--- src/sv/jse_pkg.sv ---
// Shared types, constants and byte-level helpers for the JSON string escaper.
`default_nettype none

package jse_pkg;

  // Fixed field widths
  localparam int BYTE_W  = 8;
  localparam int TOTAL_W = 16;
  localparam int CAP_W   = 16;
  localparam int LEN_W   = 3;

  // Escape room test and capacity reset value
  localparam logic [LEN_W-1:0] ESC_ROOM  = 3'd6;
  localparam logic [CAP_W-1:0] CAP_RESET = 16'd4096;

  // Queue between the front and the back
  localparam int QDEPTH = 4;
  localparam int QPTR_W = 2;
  localparam int QCNT_W = 3;

  // Characters used by escape sequences
  localparam logic [BYTE_W-1:0] CH_QUOTE = 8'h22;
  localparam logic [BYTE_W-1:0] CH_BSL   = 8'h5C;
  localparam logic [BYTE_W-1:0] CH_LF    = 8'h0A;
  localparam logic [BYTE_W-1:0] CH_CR    = 8'h0D;
  localparam logic [BYTE_W-1:0] CH_TAB   = 8'h09;
  localparam logic [BYTE_W-1:0] CH_BS    = 8'h08;
  localparam logic [BYTE_W-1:0] CH_FF    = 8'h0C;
  localparam logic [BYTE_W-1:0] CH_N     = 8'h6E;
  localparam logic [BYTE_W-1:0] CH_R     = 8'h72;
  localparam logic [BYTE_W-1:0] CH_T     = 8'h74;
  localparam logic [BYTE_W-1:0] CH_B     = 8'h62;
  localparam logic [BYTE_W-1:0] CH_F     = 8'h66;
  localparam logic [BYTE_W-1:0] CH_U     = 8'h75;
  localparam logic [BYTE_W-1:0] CH_ZERO  = 8'h30;
  localparam logic [BYTE_W-1:0] CH_A     = 8'h61;
  localparam logic [BYTE_W-1:0] CTRL_LIMIT = 8'h20;

  // Input beat
  typedef struct packed {
    logic [BYTE_W-1:0] in_byte;
    logic              last_in;
  } in_beat_t;

  // Output beat
  typedef struct packed {
    logic [BYTE_W-1:0]  out_byte;
    logic               run_last;
    logic               dropped;
    logic [TOTAL_W-1:0] total_written;
    logic               string_done;
  } out_beat_t;

  // How an accepted byte expands
  typedef enum logic [1:0] {
    KIND_PLAIN,
    KIND_SHORT,
    KIND_UNI,
    KIND_DROP
  } esc_kind_t;

  // Classified item passed from front to back
  typedef struct packed {
    esc_kind_t         kind;
    logic [BYTE_W-1:0] sym;   // raw byte, or the escape letter for short escapes
    logic              last;
  } esc_item_t;

  // Number of output beats for each kind
  function automatic logic [LEN_W-1:0] esc_len(input esc_kind_t kind);
    logic [LEN_W-1:0] len;
    unique case (kind)
      KIND_PLAIN: len = 3'd1;
      KIND_SHORT: len = 3'd2;
      KIND_UNI:   len = 3'd6;
      KIND_DROP:  len = 3'd1;
    endcase
    return len;
  endfunction

  // Lower-case hex digit of a nibble
  function automatic logic [BYTE_W-1:0] hex_digit(input logic [3:0] v);
    logic [BYTE_W-1:0] d;
    if (v < 4'd10) begin
      d = CH_ZERO + BYTE_W'(v);
    end else begin
      d = CH_A + BYTE_W'(v - 4'd10);
    end
    return d;
  endfunction

  // Byte at position idx of the escaped form
  function automatic logic [BYTE_W-1:0] esc_beat(input esc_kind_t kind,
                                                 input logic [BYTE_W-1:0] sym,
                                                 input logic [LEN_W-1:0] idx);
    logic [BYTE_W-1:0] b;
    b = '0;
    unique case (kind)
      KIND_PLAIN: b = sym;
      KIND_SHORT: b = (idx == 3'd0) ? CH_BSL : sym;
      KIND_UNI: begin
        case (idx)
          3'd0:    b = CH_BSL;
          3'd1:    b = CH_U;
          3'd2:    b = CH_ZERO;
          3'd3:    b = CH_ZERO;
          3'd4:    b = hex_digit(sym[7:4]);
          default: b = hex_digit(sym[3:0]);
        endcase
      end
      KIND_DROP:  b = '0;
    endcase
    return b;
  endfunction

endpackage

`default_nettype wire

--- src/sv/jse_front.sv ---
// Front end: capacity register, running count, room test and byte classification.
`default_nettype none

module jse_front import jse_pkg::*; #(
  parameter int COUNT_BITS = 16
) (
  input  wire logic                  clk,
  input  wire logic                  rst,
  input  wire logic                  cfg_wr_en,
  input  wire logic [CAP_W-1:0]      cfg_wr_data,
  input  wire in_beat_t              in_data,
  input  wire logic                  in_valid,
  output logic                       in_stall,
  input  wire logic                  q_full,
  output logic                       q_push,
  output esc_item_t                  q_item,
  output logic [COUNT_BITS-1:0]      q_base
);

  localparam int RW = ((COUNT_BITS > CAP_W) ? COUNT_BITS : CAP_W) + 1;

  logic [CAP_W-1:0]      out_capacity;
  logic [COUNT_BITS-1:0] written_count;
  logic [COUNT_BITS-1:0] written_count_next;
  logic [RW-1:0]         room_sum;
  logic                  no_room;
  esc_kind_t             kind;
  logic [BYTE_W-1:0]     sym;

  // Capacity register
  always_ff @(posedge clk) begin
    if (rst) begin
      out_capacity <= CAP_RESET;
    end else if (cfg_wr_en) begin
      out_capacity <= cfg_wr_data;
    end
  end

  // Room test on the count, without overflow
  assign room_sum = RW'(written_count) + RW'(ESC_ROOM);
  assign no_room  = room_sum >= RW'(out_capacity);

  // Classify the incoming byte
  always_comb begin
    kind = KIND_SHORT;
    sym  = in_data.in_byte;
    unique case (in_data.in_byte)
      CH_QUOTE: sym = CH_QUOTE;
      CH_BSL:   sym = CH_BSL;
      CH_LF:    sym = CH_N;
      CH_CR:    sym = CH_R;
      CH_TAB:   sym = CH_T;
      CH_BS:    sym = CH_B;
      CH_FF:    sym = CH_F;
      default: begin
        kind = (in_data.in_byte < CTRL_LIMIT) ? KIND_UNI : KIND_PLAIN;
      end
    endcase
    if (no_room) begin
      kind = KIND_DROP;
    end
  end

  // Push into the queue
  assign in_stall    = q_full;
  assign q_push      = in_valid && !q_full;
  assign q_item.kind = kind;
  assign q_item.sym  = sym;
  assign q_item.last = in_data.last_in;
  assign q_base      = written_count;

  // Count advances by the escape length; clears after the last byte
  always_comb begin
    written_count_next = written_count;
    if (q_push) begin
      if (in_data.last_in) begin
        written_count_next = '0;
      end else if (!no_room) begin
        written_count_next = written_count + COUNT_BITS'(esc_len(kind));
      end
    end
  end

  always_ff @(posedge clk) begin
    if (rst) begin
      written_count <= '0;
    end else begin
      written_count <= written_count_next;
    end
  end

endmodule

`default_nettype wire

--- src/sv/jse_queue.sv ---
// Small register queue of classified items between front and back.
`default_nettype none

module jse_queue import jse_pkg::*; #(
  parameter int COUNT_BITS = 16
) (
  input  wire logic                  clk,
  input  wire logic                  rst,
  input  wire logic                  push,
  input  wire esc_item_t             push_item,
  input  wire logic [COUNT_BITS-1:0] push_base,
  input  wire logic                  pop,
  output logic                       full,
  output logic                       empty,
  output esc_item_t                  head_item,
  output logic [COUNT_BITS-1:0]      head_base
);

  esc_item_t             items [QDEPTH];
  logic [COUNT_BITS-1:0] bases [QDEPTH];
  logic [QPTR_W-1:0]     wr_ptr;
  logic [QPTR_W-1:0]     rd_ptr;
  logic [QCNT_W-1:0]     level;
  logic                  do_push;
  logic                  do_pop;

  assign full      = level == QCNT_W'(QDEPTH);
  assign empty     = level == '0;
  assign do_push   = push && !full;
  assign do_pop    = pop && !empty;
  assign head_item = items[rd_ptr];
  assign head_base = bases[rd_ptr];

  // Storage
  always_ff @(posedge clk) begin
    if (do_push) begin
      items[wr_ptr] <= push_item;
      bases[wr_ptr] <= push_base;
    end
  end

  // Pointers and fill level
  always_ff @(posedge clk) begin
    if (rst) begin
      wr_ptr <= '0;
      rd_ptr <= '0;
      level  <= '0;
    end else begin
      if (do_push) begin
        wr_ptr <= wr_ptr + 1'b1;
      end
      if (do_pop) begin
        rd_ptr <= rd_ptr + 1'b1;
      end
      case ({do_push, do_pop})
        2'b10:   level <= level + 1'b1;
        2'b01:   level <= level - 1'b1;
        default: level <= level;
      endcase
    end
  end

endmodule

`default_nettype wire

--- src/sv/jse_back.sv ---
// Back end: walks the head item one output byte per cycle, unless stalled, into the output register.
`default_nettype none

module jse_back import jse_pkg::*; #(
  parameter int COUNT_BITS = 16
) (
  input  wire logic                  clk,
  input  wire logic                  rst,
  input  wire logic                  q_empty,
  input  wire esc_item_t             q_item,
  input  wire logic [COUNT_BITS-1:0] q_base,
  output logic                       q_pop,
  output out_beat_t                  out_data,
  output logic                       out_valid,
  input  wire logic                  out_stall
);

  localparam int OW = (COUNT_BITS > TOTAL_W) ? COUNT_BITS : TOTAL_W;

  logic [LEN_W-1:0]      idx;
  logic [LEN_W-1:0]      len;
  logic                  final_beat;
  logic                  advance;
  logic [COUNT_BITS-1:0] cnt_now;
  logic [OW-1:0]         cnt_wide;
  out_beat_t             beat;

  assign len        = esc_len(q_item.kind);
  assign final_beat = idx == (len - 3'd1);
  assign advance    = !q_empty && (!out_valid || !out_stall);
  assign q_pop      = advance && final_beat;

  // Count seen by this beat
  always_comb begin
    if (q_item.kind == KIND_DROP) begin
      cnt_now = q_base;
    end else begin
      cnt_now = q_base + COUNT_BITS'(idx) + COUNT_BITS'(1);
    end
  end
  assign cnt_wide = OW'(cnt_now);

  // Build the beat
  always_comb begin
    beat.out_byte      = esc_beat(q_item.kind, q_item.sym, idx);
    beat.run_last      = final_beat;
    beat.dropped       = q_item.kind == KIND_DROP;
    beat.total_written = cnt_wide[TOTAL_W-1:0];
    beat.string_done   = final_beat && q_item.last;
  end

  // Beat index within the head item
  always_ff @(posedge clk) begin
    if (rst) begin
      idx <= '0;
    end else if (advance) begin
      idx <= final_beat ? '0 : idx + 1'b1;
    end
  end

  // Output register
  always_ff @(posedge clk) begin
    if (rst) begin
      out_valid <= 1'b0;
    end else if (!out_valid || !out_stall) begin
      out_valid <= !q_empty;
    end
  end

  always_ff @(posedge clk) begin
    if (advance) begin
      out_data <= beat;
    end
  end

endmodule

`default_nettype wire

--- src/sv/json_string_escaper_top.sv ---
// Path: an accepted byte is queued; its beats are then held in the output register.
// Throughput: one plain input byte per cycle while the queue is not full; short escapes
//   give 2 output bytes and control-byte escapes 6, one per cycle while not stalled;
//   a 4-entry queue lets the input keep running while an escape drains.
// Reset (synchronous): count and queue clear, output empty, capacity back to 4096.
`default_nettype none

module json_string_escaper_top import jse_pkg::*; #(
  parameter int COUNT_BITS = 16
) (
  input  wire logic              clk,
  input  wire logic              rst,
  input  wire logic              cfg_wr_en,
  input  wire logic [CAP_W-1:0]  cfg_wr_data,
  input  wire in_beat_t          in_data,
  input  wire logic              in_valid,
  output logic                   in_stall,
  output out_beat_t              out_data,
  output logic                   out_valid,
  input  wire logic              out_stall
);

  logic                  q_full;
  logic                  q_empty;
  logic                  q_push;
  logic                  q_pop;
  esc_item_t             push_item;
  esc_item_t             head_item;
  logic [COUNT_BITS-1:0] push_base;
  logic [COUNT_BITS-1:0] head_base;

  jse_front #(.COUNT_BITS(COUNT_BITS)) u_front (
    .clk         (clk),
    .rst         (rst),
    .cfg_wr_en   (cfg_wr_en),
    .cfg_wr_data (cfg_wr_data),
    .in_data     (in_data),
    .in_valid    (in_valid),
    .in_stall    (in_stall),
    .q_full      (q_full),
    .q_push      (q_push),
    .q_item      (push_item),
    .q_base      (push_base)
  );

  jse_queue #(.COUNT_BITS(COUNT_BITS)) u_queue (
    .clk       (clk),
    .rst       (rst),
    .push      (q_push),
    .push_item (push_item),
    .push_base (push_base),
    .pop       (q_pop),
    .full      (q_full),
    .empty     (q_empty),
    .head_item (head_item),
    .head_base (head_base)
  );

  jse_back #(.COUNT_BITS(COUNT_BITS)) u_back (
    .clk       (clk),
    .rst       (rst),
    .q_empty   (q_empty),
    .q_item    (head_item),
    .q_base    (head_base),
    .q_pop     (q_pop),
    .out_data  (out_data),
    .out_valid (out_valid),
    .out_stall (out_stall)
  );

  // A dropped beat is always a lone, zero-byte beat
  a_drop_single: assert property (@(posedge clk) disable iff (rst)
    out_valid && out_data.dropped |-> out_data.run_last && out_data.out_byte == '0)
    else $error("dropped beat not a single zero beat");

  // String end only on the final beat of an item
  a_done_final: assert property (@(posedge clk) disable iff (rst)
    out_valid && out_data.string_done |-> out_data.run_last)
    else $error("string_done on a non-final beat");

  // Queue never popped while empty
  a_no_underflow: assert property (@(posedge clk) disable iff (rst)
    q_pop |-> !q_empty)
    else $error("queue popped while empty");

  // Input is held off exactly while the queue is full
  a_stall_full: assert property (@(posedge clk) disable iff (rst)
    in_valid && !in_stall |=> !(q_empty && $past(q_full)))
    else $error("accepted into a full queue");

endmodule

`default_nettype wire

--- config.mk ---
export PLATFORM = sky130hd
export DESIGN_NAME = json_string_escaper_top
export DESIGN_NICKNAME = d
export VERILOG_FILES = /design/src/sv/jse_pkg.sv /design/src/sv/jse_front.sv /design/src/sv/jse_queue.sv /design/src/sv/jse_back.sv /design/src/sv/json_string_escaper_top.sv
export SDC_FILE = /design/constraint.sdc
export NUM_CORES = 1
export LEC_CHECK = 0
export ABC_AREA = 1
export BUFFER_PORTS_ARGS = -buffer_cell sky130_fd_sc_hd__buf_4
export CAP_MARGIN = 40
export CORE_MARGIN = 2
export CORE_UTILIZATION = 63
export CTS_BUF_LIST = sky130_fd_sc_hd__clkbuf_4
export DETAILED_ROUTE_END_ITERATION = 6
export PLACE_DENSITY = 0.82
export SLEW_MARGIN = 20
export SYNTH_ARGS = -nofsm -noshare
export SYNTH_HDL_FRONTEND = slang
export SYNTH_SLANG_ARGS = --single-unit
--- constraint.sdc ---
create_clock -name clk -period 6.6 [get_ports clk]
set_clock_uncertainty 0.2 [all_clocks]
set_input_delay 1.32 -clock clk [delete_from_list [all_inputs] [get_ports clk]]
set_output_delay 1.32 -clock clk [all_outputs]
set_load 0.02 [all_outputs]
==> impl_metrics.env <==
export IMPL_place_congestion=0.895
export IMPL_io_pins=59
export IMPL_vdd_ir_drop_max_mv=0.368
export IMPL_multi_input_comb_area_um2=3710
export IMPL_clock_sinks=180
export IMPL_cp_start_kind="flop"
export IMPL_routed_via_density=5.55
export IMPL_critPathSlowestCell="dfxtp_1"
export IMPL_worstMarginPinSlew_ns=0.659
export IMPL_synthesis_nets=1055
export IMPL_min_period_ns=5.26
export IMPL_fp_coreArea_um2=14500
export IMPL_seq_area_frac_synth_pct=52.8
export IMPL_root_buffer="clkbuf_4"
export IMPL_ys_ff_latch=180
export IMPL_status="completed"
export IMPL_antenna_found_initial=0
export IMPL_ff2ff_path_depth=30
export IMPL_p_int_mw=2.28
export IMPL_cts_made_buffers=17
export IMPL_post_dp_hpwl_um=13600
export IMPL_cts_tree="yes"
export IMPL_hold_slack_ns=0.278
export IMPL_cp_top_family="simple AND/OR/NAND/NOR gates"
export IMPL_hp_start="u_front.out_capacity[10]"
export IMPL_area_growth_pct=9.95
export IMPL_grt_setup_unrepaired="false"
export IMPL_p_leak_nw=4.23
export IMPL_seqCellArea_um2=4960
export IMPL_drc=0
export IMPL_cpMostUsedCell="nand2_1"
export IMPL_fin_crit_sh_pct=79.7
export IMPL_vias=6805
export IMPL_synth_compound_gate_area_share_pct=10.0
export IMPL_cap_violations=0
export IMPL_setup_tns_final_ns=0
export IMPL_antenna_cells=0
export IMPL_grt_total_usage_pct=25.0
export IMPL_crit_type="flop to flop"
export IMPL_combinationalPowerShare_pct=38.8
export IMPL_min_path_type="flop to flop"
export IMPL_synth_cell_type_count=56
export IMPL_insertion_delay_ns=0.58
export IMPL_first_global_vias=6594
export IMPL_hold_depth=2
export IMPL_endpoint_kind="flop"
export IMPL_worstPathRequired_ns=6.87
export IMPL_critPathLaunch="u_front.q_base[1]"
export IMPL_hold_viol_final=0
export IMPL_synth_simple_area_share_pct=18.5
export IMPL_hold_buffers=0
export IMPL_layout_drive_gt1_share_pct=14.8
export IMPL_synthArstFlopShare_pct=0
export IMPL_ant_nets=0
export IMPL_rr_startpoint="u_front.q_base[1]"
export IMPL_sw_frac_of_total_pct=38.3
export IMPL_cp_slowest_stage_delay_ns=0.53
export IMPL_synth_avg_cell_area_um2=9.60
export IMPL_setup_viol=0
export IMPL_seqPwrFrac_pct=42.3
export IMPL_synth_adder_area_share_pct=6.64
export IMPL_slew_headroom_pct=56.0
export IMPL_ys_dominant_reg_cell="edfxtp_1"
export IMPL_clkPwrFrac_pct=18.9
export IMPL_htree_levels=4
export IMPL_drt_pass1_iterations=5
export IMPL_numPortBuffers=58
export IMPL_cp_num_cells=30
export IMPL_dieArea_um2=15900
export IMPL_clkSlewWorstSetupHoldPaths_ns=0.14
export IMPL_initial_core_util_pct=64.6
export IMPL_worst_path_buf_inv=4
export IMPL_wl_per_cell_um=15.7
export IMPL_die_w_um=126
export IMPL_num_fill_cells=1079
export IMPL_synth_edff_count=135
export IMPL_synthMuxAreaShare_pct=0.107
export IMPL_cts_setup_buffers=0
export IMPL_synth_area_um2=9380
export IMPL_nets=1107
export IMPL_fmax_mhz=190
export IMPL_arrival_ns=5.54
export IMPL_postCtsResizedCells=0
export IMPL_grt_ovfl_total=0
export IMPL_synth_top_family_by_area="simple AND/OR/NAND/NOR gates"
export IMPL_cp_max_fo=8
export IMPL_grt_start_max_net_pins=55
export IMPL_grt_pass1_wl_um=31600
export IMPL_cts_buffer_depth=2
export IMPL_p_per_area_nw_per_um2=357
export IMPL_drt_wl_total_um=19300
export IMPL_slew_viol_final=0
export IMPL_synth_xor_area_share_pct=3.83
export IMPL_dieHeight_um=126
export IMPL_rows=44
export IMPL_drt_initial_drc_count=540
export IMPL_synth_cells=977
export IMPL_synth_warnings=0
export IMPL_p_sw_mw=1.41
-- state kept, by name, indices dropped and copies added (netlist names), named ones only --
register and flops:
u_queue.level 3, u_back.idx 3, u_queue.bases 64, u_queue.items 44, u_back.out_valid 1, u_queue.wr_ptr 2, u_front.out_capacity 16, u_front.q_base 16
u_queue.rd_ptr 2, u_back.out_data 27
-- metal layers --
metal / global-route usage (%) / part of all wire [%]
met5: 0 / 0
met4: 10.6 / 2.8
met3: 3.87 / 5.6
met2: 42.3 / 48
met1: 32.3 / 43
-- layout make-up --
type | instances | area share [%]
clock inverters | 14 | 1.92
multi-input cells | 631 | 36.0
clock buffers | 18 | 1.31
repair buffers | 65 | 5.55
inverters | 134 | 4.95
well taps | 184 | 2.23
flip-flops and latches | 180 | 48.0
-- layout by cell type, fill, tap and decap left out, types with 4 or more instances in the layout --
cell,instances
a21oi_1,49
a21oi_2,9
buf_4,60
bufinv_16,4
clkbuf_4,18
dfxtp_1,44
edfxtp_1,135
ha_1,45
inv_1,129
inv_2,4
inv_6,5
nand2_1,181
nand2_2,11
nand3_1,60
nand4_1,7
nor2_1,91
nor2_2,5
nor2_4,11
nor3_1,8
o2111ai_1,4
o21ai_0,58
o21ai_1,4
o22a_1,4
o22ai_1,4
xnor2_1,9
xor2_1,32
-- stage by stage --
step                utilization [%]  setup WS, ns  area (um^2)  std cells  total power, mW
floorplan                         -          1.76         9380        977             2.59
global placement               67.9          1.55         9860       1189             2.93
detailed placement             68.7          1.36         9980       1194             3.01
CTS                            71.0          1.35        10300       1226             3.70
global route                   71.0         0.727        10300       1226             3.91
finish                         71.0          1.34        10300       1226             3.69
-- worst reg2reg max path: cells and delay by family (launching register included) --
kind	cells	cell delay (ns)
and+or+nand+nor	16	1.90
buffers and inverters	4	0.35
adders and majority gates	5	1.49
DFF	1	0.53
xor gates and xnor gates	2	0.29
AOI/OAI and AO/OA	3	0.41
-- power by group through the flow --
| stage | clock [mW] | combinational, mW | sequential (mW) |
|---|---|---|---|
| 3_3_place_gp | 0 | 1.33 | 1.60 |
| 5_1_grt | 0.742 | 1.59 | 1.58 |
| 4_1_cts | 0.703 | 1.43 | 1.56 |
| 2_1_floorplan | 0 | 0.905 | 1.69 |
| 6_report | 0.695 | 1.43 | 1.56 |
| 3_5_place_dp | 0 | 1.42 | 1.59 |
-- Yosys cell counts (all sizes together) (22+ instances only) --
master | n | area [um^2]
a21oi | 58 | 324
buf | 22 | 211
dfxtp | 45 | 901
edfxtp | 135 | 4050
ha | 45 | 563
inv | 134 | 510
nand2 | 194 | 771
nand3 | 63 | 338
nor2 | 107 | 467
o21ai | 63 | 327
xor2 | 32 | 280
-- cells by family after synthesis --
family          Yosys count
fa+ha+maj                48
mux                       1
flops                   180
xor+xnor                 41
buf+inv                 166
simple gates            387
compound gates          154
-- worst paths after layout --
| path | endpoint | slack (ns) |
|---|---|---|
| hold / removal | u_front.out_capacity[10] | 0.28 |
| setup / recovery | u_front.q_base[14] | 1.34 |
| hold reg to reg | u_front.out_capacity[10] | 0.28 |
| setup reg to reg | u_front.q_base[14] | 1.34 |
No activity file was read; power rests on OpenSTA's default activity.
